==> src/sv/brr_pkg.sv <==
// brr_pkg: shared constants and types of the bilinear remap rectifier
// depends on nothing; used by bilinear_remap_rectify and brr_blend
`default_nettype none

package brr_pkg;

  // fixed field widths of the command and config ports
  localparam int COORD_W    = 20;
  localparam int PIX_W      = 8;
  localparam int CFG_DATA_W = 9;
  localparam int CFG_IDX_W  = 1;

  // image dimension after reset, before clamping to the store size
  localparam int DIM_RESET = 256;

  // configuration register indexes
  typedef enum logic [CFG_IDX_W-1:0] {
    RegImageWidth  = 1'b0,
    RegImageHeight = 1'b1
  } cfg_reg_e;

  // control that travels with a sample through the pipeline
  typedef struct packed {
    logic valid;
    logic frame_last;
  } pipe_ctl_t;

endpackage

`default_nettype wire

==> src/sv/brr_blend.sv <==
// brr_blend: two-stage bilinear weighting of four neighbor pixels
// depends on brr_pkg (pixel width, pipeline control struct)
`default_nettype none

module brr_blend #(
  parameter int FRAC_BITS = 8
) (
  input  logic                       clk_i,
  input  logic                       rst_ni,
  input  brr_pkg::pipe_ctl_t         ctl_i,
  input  logic [brr_pkg::PIX_W-1:0]  p00_i,
  input  logic [brr_pkg::PIX_W-1:0]  p10_i,
  input  logic [brr_pkg::PIX_W-1:0]  p01_i,
  input  logic [brr_pkg::PIX_W-1:0]  p11_i,
  input  logic [FRAC_BITS-1:0]       du_i,
  input  logic [FRAC_BITS-1:0]       dv_i,
  output brr_pkg::pipe_ctl_t         ctl_o,
  output logic [brr_pkg::PIX_W-1:0]  pixel_o
);

  localparam int WW   = FRAC_BITS + 1;                // weight width, holds 1.0
  localparam int HW   = FRAC_BITS + brr_pkg::PIX_W;   // row blend, below 256 units
  localparam int AccW = 2 * FRAC_BITS + brr_pkg::PIX_W;
  localparam logic [WW-1:0] One = WW'(1) << FRAC_BITS;

  logic [WW-1:0]   wu0, wv0;
  logic [HW:0]     row0_sum, row1_sum;
  logic [HW-1:0]   row0_d, row0_q, row1_d, row1_q;
  logic [WW-1:0]   wv0_q;
  logic [FRAC_BITS-1:0] dv_q;
  brr_pkg::pipe_ctl_t ctl_a_q, ctl_b_q;
  logic [AccW:0]   acc_sum;
  logic [AccW-1:0] acc;
  logic [brr_pkg::PIX_W-1:0] pixel_d, pixel_q;

  // horizontal blend of the top and bottom neighbor pairs
  assign wu0      = One - WW'(du_i);
  assign row0_sum = (HW+1)'(wu0) * (HW+1)'(p00_i) + (HW+1)'(du_i) * (HW+1)'(p10_i);
  assign row1_sum = (HW+1)'(wu0) * (HW+1)'(p01_i) + (HW+1)'(du_i) * (HW+1)'(p11_i);
  assign row0_d   = row0_sum[HW-1:0];
  assign row1_d   = row1_sum[HW-1:0];
  assign wv0      = One - WW'(dv_i);

  always_ff @(posedge clk_i) begin
    row0_q <= row0_d;
    row1_q <= row1_d;
    wv0_q  <= wv0;
    dv_q   <= dv_i;
  end

  // vertical blend, then drop all fraction bits (truncation)
  assign acc_sum = (AccW+1)'(wv0_q) * (AccW+1)'(row0_q)
                 + (AccW+1)'(dv_q)  * (AccW+1)'(row1_q);
  assign acc     = acc_sum[AccW-1:0];
  // the weights sum to one, so the integer part never exceeds 255
  assign pixel_d = acc[AccW-1:2*FRAC_BITS];

  always_ff @(posedge clk_i) begin
    pixel_q <= pixel_d;
  end

  // control bits: valid and frame flag
  always_ff @(posedge clk_i or negedge rst_ni) begin
    if (!rst_ni) begin
      ctl_a_q <= '0;
      ctl_b_q <= '0;
    end else begin
      ctl_a_q <= ctl_i;
      ctl_b_q <= ctl_a_q;
    end
  end

  assign ctl_o   = ctl_b_q;
  assign pixel_o = pixel_q;

  // every sample leaves after passing ctl_a_q and then ctl_b_q
  a_blend_latency: assert property (@(posedge clk_i) disable iff (!rst_ni)
    ctl_i.valid |-> ##2 ctl_o.valid)
    else $error("blend lost a sample");

  // with zero fractions the result is the top-left pixel
  a_blend_corner: assert property (@(posedge clk_i) disable iff (!rst_ni)
    (ctl_i.valid && du_i == '0 && dv_i == '0) |-> ##2 (pixel_o == $past(p00_i, 2)))
    else $error("blend corner pixel mismatch");

endmodule

`default_nettype wire

==> config.mk <==
export PLATFORM = sky130hd
export DESIGN_NAME = brr_blend
export DESIGN_NICKNAME = d
export VERILOG_FILES = /design/src/sv/brr_pkg.sv /design/src/sv/brr_blend.sv
export SDC_FILE = /design/constraint.sdc
export NUM_CORES = 1
export LEC_CHECK = 0
export BUFFER_PORTS_ARGS = -buffer_cell sky130_fd_sc_hd__buf_2
export CORE_ASPECT_RATIO = 0.5
export CORE_UTILIZATION = 56
export DETAILED_ROUTE_END_ITERATION = 16
export GPL_ROUTABILITY_DRIVEN = 0
export MAX_ROUTING_LAYER = met4
export PLACE_DENSITY = 0.75
export SLEW_MARGIN = 20
export SYNTH_ARGS = -nofsm -noshare
export SYNTH_HDL_FRONTEND = slang
export SYNTH_SLANG_ARGS = --single-unit
==> constraint.sdc <==
create_clock -name clk_i -period 7.1 [get_ports clk_i]
set_clock_uncertainty 0.15 [all_clocks]
set_input_delay 1.42 -clock clk_i [delete_from_list [all_inputs] [get_ports clk_i]]
set_output_delay 1.42 -clock clk_i [all_outputs]
set_load 0.02 [all_outputs]
==> results_dict.tcl, run 1 <==
set metrics [dict create \
    outcome "complete, no violations" \
    first_global_vias 14890 \
    tightestPinTransition_ns 0.8331 \
    fillerInstances 2633 \
    synth.cell_area_mm2 0.01873 \
    drt_wl_total_um 41650 \
    critical_path.slowest_cell "sky130_fd_sc_hd__fa_1" \
    cts_made_buffers 9 \
    final_cell_mix "sky130_fd_sc_hd__inv_1, sky130_fd_sc_hd__fa_1, sky130_fd_sc_hd__nand2_1" \
    reg2reg_setup_slack_ns 0.71 \
    core-area_mm2 0.03229 \
    synth_enable_flop_cells 0 \
    min_period_over_period_pct 97.12 \
    timing.final.hold_violations 0 \
    clock_tree.buffer_depth 2 \
    worst_setup_path_start_kind "input pin" \
    timing.setup.tns_ns 0 \
    cts_tree "done" \
    grt_pass1_wl_um 72060 \
    post_route_cells_drive_above_1_share_pct 8.132 \
    hold_path_class "flip-flop to flip-flop" \
    async_flop_share_pct 6.667 \
    firstDrtPassIters 5 \
    critPathKind "input pin to flip-flop" \
    diodes 0 \
    initial_utilization_pct 58.01 \
    postSynthCellCount 2065 \
    worst_skew_pair.late_latency_ns 0.34 \
    synth_seq_area_share_pct 6.519 \
    detailedRoute.firstIterationViolations 762 \
    cp-startpoint "du_i[0]" \
    synth.net_count 2740 \
    num_io_pins 62 \
    synth.lib_cells_used.distinct 45 \
    timing.final.crit_period_ns 6.896 \
    worstRegToRegCells 17 \
    grt_antenna_before_repair 0 \
    grt_overflow_total 0 \
    numClockSinks 60 \
    path_depth 21 \
    setup_violations 0 \
    floorplan.die_area_mm2 0.03423 \
    ys_dominant_reg_cell "sky130_fd_sc_hd__dfxtp_1" \
    r2r_start "wv0_q[2]" \
    maxSlewViolCount 0 \
    drv.max_cap_violation_count 0 \
    cts.htree.levels 3 \
    worst_setup_path_endpoint "row1_q[14]" \
    clkSlewWorstSetupHoldPaths_ns 0.05 \
    drt.antenna.violating_nets 0 \
    die_h_um 131.3 \
    cp_data_arrival_time_ns 6.96 \
    largest_net_degree_at_the_start_of_global_routing 33 \
    worst_ep_required_time_ns 7.16 \
    wl_per_cell_um 16.12 \
    syn_avg_cell_area_um2 9.071 \
    max_freq_mhz 145.0 \
    groute.usage.overall_pct 27.24 \
    critPathCaptureType "flip-flop" \
    hold_buf_cts 0 \
    path_delay_family "adder cells" \
    worstPathCellList "buf_2, inv_1, ha_2, nand3_2, xor2_2, buf_6, nand2_1, fa_1, fa_1, fa_1, inv_1, fa_1, fa_1, fa_1, ha_4, o21a_1, o21a_1, and3_1, a2111oi_2, o21bai_1, xor2_1" \
    reg2reg_to "pixel_o[5]" \
    dp_hpwl_um 35350 \
    rows 46 \
    slew-limit-headroom_pct 44.38 \
    synth.yosys.warnings 0 \
    fin_nets 2822 \
    cts_root_buf "sky130_fd_sc_hd__clkbuf_16" \
    final_core_util_pct 63.18 \
    detail_route.vias_per_cell 5.196 \
    ys_ff_latch 60 \
    most_frequent_standard_cell_in_the_layout_excluding_fill_and_tap_cells "sky130_fd_sc_hd__inv_1" \
    critical-path-max-stage-delay_ns 0.56 \
    route.detailed.drc 0 \
    die-width_um 260.7 \
    syn2layout_area_growth_pct 8.910 \
    worst_path_bufs_invs 4 \
    vias 13430 \
    timing.critical_path.mode_cell "sky130_fd_sc_hd__fa_1" \
    path_max_fanout 9 \
    count_of_port_buffers_added_during_placement 61 \
]
==> logic make-up (layout without fill, tap and decap cells) <==
kind of cell / after synthesis / in the layout / share of synthesized area [%]
buffers and inverters: 610 / 697 / 12.22
AND/OR/NAND/NOR: 620 / 620 / 16.53
AO/OA/AOI/OAI: 92 / 92 / 3.307
adder cells (fa/ha/maj): 623 / 623 / 58.53
XOR/XNOR: 58 / 58 / 2.785
multiplexers: 2 / 2 / 0.1136
flip-flops: 60 / 60 / 6.519
==> per-stage QoR <==
stage / instances / worst slack (ns) / hold slack (ns) / area [µm²]
2_1_floorplan: 2065 / 0.04099 / 0.1812 / 18830
3_3_place_gp: 2567 / -0.1041 / 0.1830 / 19980
3_5_place_dp: 2567 / -0.2202 / 0.1847 / 19980
4_1_cts: 2583 / 0.1210 / 0.1957 / 20280
5_1_grt: 2584 / -0.03912 / 0.2011 / 20400
6_report: 2584 / 0.2044 / 0.1962 / 20400
==> routing by layer <==
| metal | share of wire [%] | up-vias | global-route usage, % |
|---|---|---|---|
| met5 | 0 | - | - |
| met4 | 1.9 | 0 | 6.693 |
| met3 | 7.2 | 65 | 3.221 |
| met2 | 48 | 432 | 44.65 |
| met1 | 43 | 6758 | 36.22 |
| li1 | - | 6172 | - |
==> cell type report <==
class,instances,area (µm²),area share (%)
clock buffers,10,239.0,1.171
multi-input cells,1395,15400,75.50
flip-flops and latches,60,1221,5.986
inverters,545,2046,10.03
repair buffers,136,888.4,4.354
clock inverters,6,63.81,0.3128
well taps,432,540.5,2.649
==> timing repair <==
item                                    CTS  global route
resized for setup                         0            19
endpoints found under the setup margin    0             8
setup buffers                             0             1
==> cell usage after synthesis (9+ instances only) <==
library cell	number	area (µm²)
sky130_fd_sc_hd__and2_1	268	1677
sky130_fd_sc_hd__nor3_1	12	60.06
sky130_fd_sc_hd__a21oi_1	24	120.1
sky130_fd_sc_hd__xnor2_1	38	332.8
sky130_fd_sc_hd__and3_1	9	56.30
sky130_fd_sc_hd__fa_1	422	8448
sky130_fd_sc_hd__dfxtp_1	56	1121
sky130_fd_sc_hd__inv_1	545	2046
sky130_fd_sc_hd__clkbuf_1	61	229.0
sky130_fd_sc_hd__nor2_1	17	63.81
sky130_fd_sc_hd__ha_1	201	2515
sky130_fd_sc_hd__xor2_1	19	166.4
sky130_fd_sc_hd__a21o_1	12	90.09
sky130_fd_sc_hd__o21ai_0	10	50.05
sky130_fd_sc_hd__nand2_1	289	1085
==> how the worst min path moves through the flow <==
stage | from | to | slack (ns) | depth (start not counted)
after floorplan | ctl_a_q[0] | ctl_o[0] | 0.18 | 0
after global placement | ctl_a_q[0] | ctl_o[0] | 0.18 | 0
after detailed placement | ctl_a_q[0] | ctl_o[0] | 0.18 | 0
after CTS | ctl_a_q[0] | ctl_o[0] | 0.20 | 0
after global routing | ctl_a_q[0] | ctl_o[0] | 0.20 | 0
final | ctl_a_q[0] | ctl_o[0] | 0.20 | 0
==> sequential cells by signal, indices dropped and copies added (netlist names) <==
| signal | count |
|---|---|
| row0_q | 16 |
| wv0_q | 8 |
| row1_q | 16 |
| dv_q | 8 |
| pixel_o | 8 |
| ctl_o | 2 |
| ctl_a_q | 2 |
Power of run 1 is left out: the tool's default activity adds up to more than one toggle a clock period on the data nets, which glitch-free logic cannot reach.
==> inputs of run 2 (changes only) <==
==> constraint.sdc (replaced) <==
create_clock -name clk_i -period 7.83 [get_ports clk_i]
set_clock_uncertainty 0.15 [all_clocks]
set_input_delay 1.566 -clock clk_i [delete_from_list [all_inputs] [get_ports clk_i]]
set_output_delay 1.566 -clock clk_i [all_outputs]
set_load 0.02 [all_outputs]
==> run 2 against run 1 <==
Effect of this change:
- the flow now finishes with violations (DRC)
- die area unchanged
- critical path depth up 1
- sequential share of layout area up 0.16 points
- global-route usage down 0.38 points
- via count down 1.4%
- setup slack better by 0.20 ns
- largest cell class unchanged
- first-iteration DRC count up 7.3%
- count of clock-buffer cells in the layout up 3
- cell area down 2.7%
==> results_dict.tcl, run 2 (synthesis results as in run 1) <==
set metrics [dict create \
    timing.setup.tns_ns 0 \
    timing.critical_path.mode_cell "sky130_fd_sc_hd__fa_1" \
    firstDrtPassIters 11 \
    critPathKind "input pin to flip-flop" \
    most_frequent_standard_cell_in_the_layout_excluding_fill_and_tap_cells "sky130_fd_sc_hd__inv_1" \
    cts_tree "done" \
    reg2reg_to "pixel_o[5]" \
    first_global_vias 14230 \
    hold_path_class "flip-flop to flip-flop" \
    vias 13230 \
    setup_violations 0 \
    rows 46 \
    route.detailed.drc 2 \
    detailedRoute.firstIterationViolations 818 \
    syn2layout_area_growth_pct 5.998 \
    cts_made_buffers 9 \
    hold_buf_cts 0 \
    final_cell_mix "sky130_fd_sc_hd__inv_1, sky130_fd_sc_hd__fa_1, sky130_fd_sc_hd__nand2_1" \
    dp_hpwl_um 34940 \
    r2r_start "dv_q[2]" \
    largestRegisters "row0_q (16), row1_q (16)" \
    timing.hold.worst_endpoint "ctl_o[1]" \
    largest_net_degree_at_the_start_of_global_routing 33 \
    tightestPinTransition_ns 0.8414 \
    worstHoldPathCells 0 \
    grt_pass1_wl_um 70620 \
    outcome "finished with violations" \
    worst_hold_startpoint "ctl_a_q[1]" \
    grt_antenna_before_repair 2 \
    floorplan.die_area_mm2 0.03423 \
    timing.final.hold_violations 0 \
    maxSlewViolCount 0 \
    worst_ep_required_time_ns 7.90 \
    reg2reg_setup_slack_ns 1.53 \
    clock_tree.buffer_depth 2 \
    cts.htree.levels 3 \
    count_of_port_buffers_added_during_placement 61 \
    cp_data_arrival_time_ns 7.50 \
    critical_path.slowest_cell "sky130_fd_sc_hd__fa_1" \
    numClockSinks 60 \
    critPathCaptureType "flip-flop" \
    detail_route.vias_per_cell 5.218 \
    slew-limit-headroom_pct 43.83 \
    fillerInstances 2779 \
    worstPathCellList "buf_2, nor2_1, buf_4, nand3_1, nor4_1, xnor2_1, buf_4, nand2_1, fa_1, fa_1, fa_1, inv_1, fa_1, fa_1, fa_1, ha_1, o21a_1, o21a_1, and3_1, a2111oi_0, o21bai_1, xor2_1" \
    worst_skew_pair.late_latency_ns 0.35 \
    drv.max_cap_violation_count 0 \
    die-width_um 260.7 \
    worstRegToRegCells 17 \
    cts_resized 0 \
    max_freq_mhz 134.6 \
    min_period_over_period_pct 94.89 \
    initial_utilization_pct 58.01 \
    wl_per_cell_um 16.09 \
    cts_root_buf "sky130_fd_sc_hd__clkbuf_16" \
    groute.usage.overall_pct 26.86 \
    post_cts.repair.setup_buffers 0 \
    timing.final.crit_period_ns 7.430 \
    core-area_mm2 0.03229 \
    drt.antenna.violating_nets 0 \
    path_max_fanout 8 \
    grt_overflow_total 0 \
    critical-path-max-stage-delay_ns 0.55 \
    rsz0062_at_grt "no" \
    fin_nets 2772 \
    post_route_cells_drive_above_1_share_pct 4.805 \
    violations "DRC" \
    num_io_pins 62 \
    drt_wl_total_um 40790 \
    clkSlewWorstSetupHoldPaths_ns 0.06 \
    worst_setup_path_start_kind "input pin" \
    die_h_um 131.3 \
]
==> run 2: how the worst max path moves through the flow <==
stage                     startpoint    endpoint  depth (start not counted)
after floorplan              du_i[2]  row1_q[14]                         21
after global placement       du_i[2]  row0_q[14]                         22
after detailed placement     du_i[2]  row1_q[14]                         22
after CTS                    du_i[2]  row1_q[14]                         22
after global routing         du_i[2]  row1_q[14]                         25
final                        du_i[2]  row1_q[14]                         22
==> run 2: final cells by class <==
cell class              instances  area [µm²]  area share (%)
diodes                          2       5.005         0.02521
clock buffers                  13       260.3           1.311
clock inverters                 3       68.82          0.3466
inverters                     545        2046           10.30
multi-input cells            1395       15220           76.66
flip-flops and latches         60        1221           6.150
well taps                     432       540.5           2.722
repair buffers                 86       493.0           2.483
==> run 2: worst max-delay path: cells and delay by family <==
| family | cells | cell delay [ns] |
|---|---|---|
| buffers and inverters | 4 | 0.53 |
| adder cells (fa/ha/maj) | 7 | 3.31 |
| AND/OR/NAND/NOR | 5 | 0.86 |
| AO/OA/AOI/OAI | 4 | 0.88 |
| XOR/XNOR | 2 | 0.36 |
==> run 2: metrics by stage <==
stage / worst slack (ns) / instances / hold slack, ns / area (µm²) / utilization [%]
finish: 0.4000 / 2536 / 0.1953 / 19860 / 61.49
global route: 0.05856 / 2536 / 0.2001 / 19860 / 61.49
CTS: 0.4376 / 2534 / 0.1950 / 19850 / 61.48
detailed placement: 0.08303 / 2518 / 0.1889 / 19520 / 60.46
global placement: 0.2623 / 2518 / 0.1824 / 19520 / 60.46
floorplan: 0.3152 / 2065 / 0.1812 / 18730 / -
==> run 2: per-layer routing <==
metal | share of wire [%] | GRT usage [%]
met1 | 45 | 36.53
met2 | 47 | 42.88
met3 | 5.4 | 2.681
met4 | 2.8 | 7.927
met5 | 0 | -
Power of run 2 is left out for the same reason.
==> inputs of run 3 (changes only) <==
--- a/config.mk
+++ b/config.mk
@@ -7,11 +7,12 @@
 export LEC_CHECK = 0
 export BUFFER_PORTS_ARGS = -buffer_cell sky130_fd_sc_hd__buf_2
 export CORE_ASPECT_RATIO = 0.5
-export CORE_UTILIZATION = 56
+export CORE_UTILIZATION = 61
 export DETAILED_ROUTE_END_ITERATION = 16
 export GPL_ROUTABILITY_DRIVEN = 0
 export MAX_ROUTING_LAYER = met4
-export PLACE_DENSITY = 0.75
+export PLACE_DENSITY = 0.8
+export REMOVE_ABC_BUFFERS = 1
 export SLEW_MARGIN = 20
 export SYNTH_ARGS = -nofsm -noshare
 export SYNTH_HDL_FRONTEND = slang
==> run 3 against run 2 <==
Effect of this change:
- the flow now finishes without violations
- global-route usage rose by 1.8 points
- register-to-register slack better by 0.06 ns
- non-clock buffer count fell by 7
- final cell count fell by 2.0%
- hold slack improved by 0.0065 ns
- first-iteration DRC count is 12% higher
- setup slack lost 0.039 ns
- count of clock-buffer cells in the layout down 3
==> results_dict.tcl, run 3 (synthesis results as in run 1) <==
set metrics [dict create \
    grt_overflow_total 0 \
    rsz0062_at_grt "no" \
    clkSlewWorstSetupHoldPaths_ns 0.07 \
    timing.final.crit_period_ns 7.469 \
    dp_hpwl_um 33800 \
    core-area_mm2 0.02956 \
    cts_resized 0 \
    max_freq_mhz 133.9 \
    drt.antenna.violating_nets 0 \
    most_frequent_standard_cell_in_the_layout_excluding_fill_and_tap_cells "sky130_fd_sc_hd__inv_1" \
    num_io_pins 62 \
    syn2layout_area_growth_pct 5.444 \
    cts_root_buf "sky130_fd_sc_hd__clkbuf_16" \
    worst_setup_path_start_kind "input pin" \
    wl_per_cell_um 16.25 \
    groute.usage.overall_pct 28.70 \
    cp_data_arrival_time_ns 7.53 \
    hold_path_class "flip-flop to flip-flop" \
    count_of_port_buffers_added_during_placement 61 \
    first_global_vias 14300 \
    numClockSinks 60 \
    hold_buf_cts 0 \
    clock_tree.buffer_depth 2 \
    outcome "complete, no violations" \
    reg2reg_setup_slack_ns 1.59 \
    fin_nets 2765 \
    largestRegisters "row0_q (16), row1_q (16)" \
    timing.setup.tns_ns 0 \
    final_cell_mix "sky130_fd_sc_hd__inv_1, sky130_fd_sc_hd__fa_1, sky130_fd_sc_hd__nand2_1" \
    tightestPinTransition_ns 0.7553 \
    firstDrtPassIters 5 \
    setup_violations 0 \
    post_route_cells_drive_above_1_share_pct 4.582 \
    largest_net_degree_at_the_start_of_global_routing 34 \
    final.hold.worst_slack_ns 0.2018 \
    grt_pass1_wl_um 69860 \
    die-width_um 249.8 \
    detailedRoute.firstIterationViolations 916 \
    post_cts.repair.setup_buffers 0 \
    detail_route.vias_per_cell 5.398 \
    cts_made_buffers 9 \
    critPathKind "input pin to flip-flop" \
    slew-limit-headroom_pct 49.58 \
    critPathCaptureType "flip-flop" \
    cts.htree.levels 3 \
    worst_ep_required_time_ns 7.89 \
    worst_skew_pair.late_latency_ns 0.34 \
    cts_tree "done" \
    floorplan.die_area_mm2 0.03145 \
    route.detailed.drc 0 \
    vias 13420 \
    path_max_fanout 13 \
    timing.final.hold_violations 0 \
    die_h_um 125.9 \
    initial_utilization_pct 63.36 \
    drt_wl_total_um 40400 \
    rows 44 \
    numPlacedInstances 2470 \
    min_period_over_period_pct 95.38 \
    grt_antenna_before_repair 0 \
    layoutNonFillerInstCount 2486 \
    drv.max_cap_violation_count 0 \
    maxSlewViolCount 0 \
    diodes 0 \
]
## run 3: cell types whose count changed in the layout (fill, tap and decap cells not counted), sizes merged
cell    change
buf         -7
clkbuf      -3
clkinv      +1
diode       -2
inv         +2
## run 3: per-stage QoR
step / area [µm²] / setup slack (ns) / utilization [%]
after detailed placement: 19420 / 0.04555 / 65.68
after global placement: 19420 / 0.2959 / 65.68
after global routing: 19750 / 0.1026 / 66.81
after floorplan: 18490 / 0.3800 / -
final: 19750 / 0.3615 / 66.81
after CTS: 19750 / 0.3929 / 66.81
## run 3: layer usage
layer / vias to the layer above / GRT usage (%) / wire (µm)
met2: 564 / 47.06 / 19300
met3: 69 / 3.576 / 3184
li1: 6063 / - / -
met5: - / - / 0
met1: 6723 / 38.99 / 17330
met4: 0 / 5.301 / 577
## run 3: layout make-up
class                           instances  area [µm²]
Tap cell                              391       489.2
Multi-Input combinational cell       1395       15220
Clock buffer                           10       239.0
Fill cell                            2294        9812
Sequential cell                        60        1221
Clock inverter                          6       95.09
Timing Repair Buffer                   79       440.4
Inverter                              545        2046
## run 3: critical path: stages
cell	delay [ns]
sky130_fd_sc_hd__buf_2	0.11
sky130_fd_sc_hd__inv_1	0.07
sky130_fd_sc_hd__ha_1	0.20
sky130_fd_sc_hd__nand3_1	0.13
sky130_fd_sc_hd__xor2_1	0.36
sky130_fd_sc_hd__buf_4	0.28
sky130_fd_sc_hd__nand2_1	0.10
sky130_fd_sc_hd__fa_1	0.52
sky130_fd_sc_hd__fa_1	0.58
sky130_fd_sc_hd__fa_1	0.45
sky130_fd_sc_hd__fa_1	0.55
sky130_fd_sc_hd__inv_1	0.05
sky130_fd_sc_hd__fa_1	0.50
sky130_fd_sc_hd__fa_1	0.42
sky130_fd_sc_hd__ha_1	0.36
sky130_fd_sc_hd__o21a_1	0.19
sky130_fd_sc_hd__o21a_1	0.17
sky130_fd_sc_hd__and3_1	0.19
sky130_fd_sc_hd__a2111oi_0	0.44
sky130_fd_sc_hd__o21bai_1	0.13
sky130_fd_sc_hd__xor2_1	0.17
## run 3: path summary, 6_finish.rpt
kind	from	to	cells after the start
hold reg to reg	ctl_a_q[0]	ctl_o[0]	0
min in group asynchronous	rst_ni	ctl_o[1]	1
max in group asynchronous	rst_ni	ctl_a_q[1]	1
setup reg to reg	wv0_q[3]	pixel_o[7]	17
setup / recovery	du_i[0]	row0_q[14]	21
hold / removal	ctl_a_q[0]	ctl_o[0]	0
Power of run 3 is left out for the same reason.
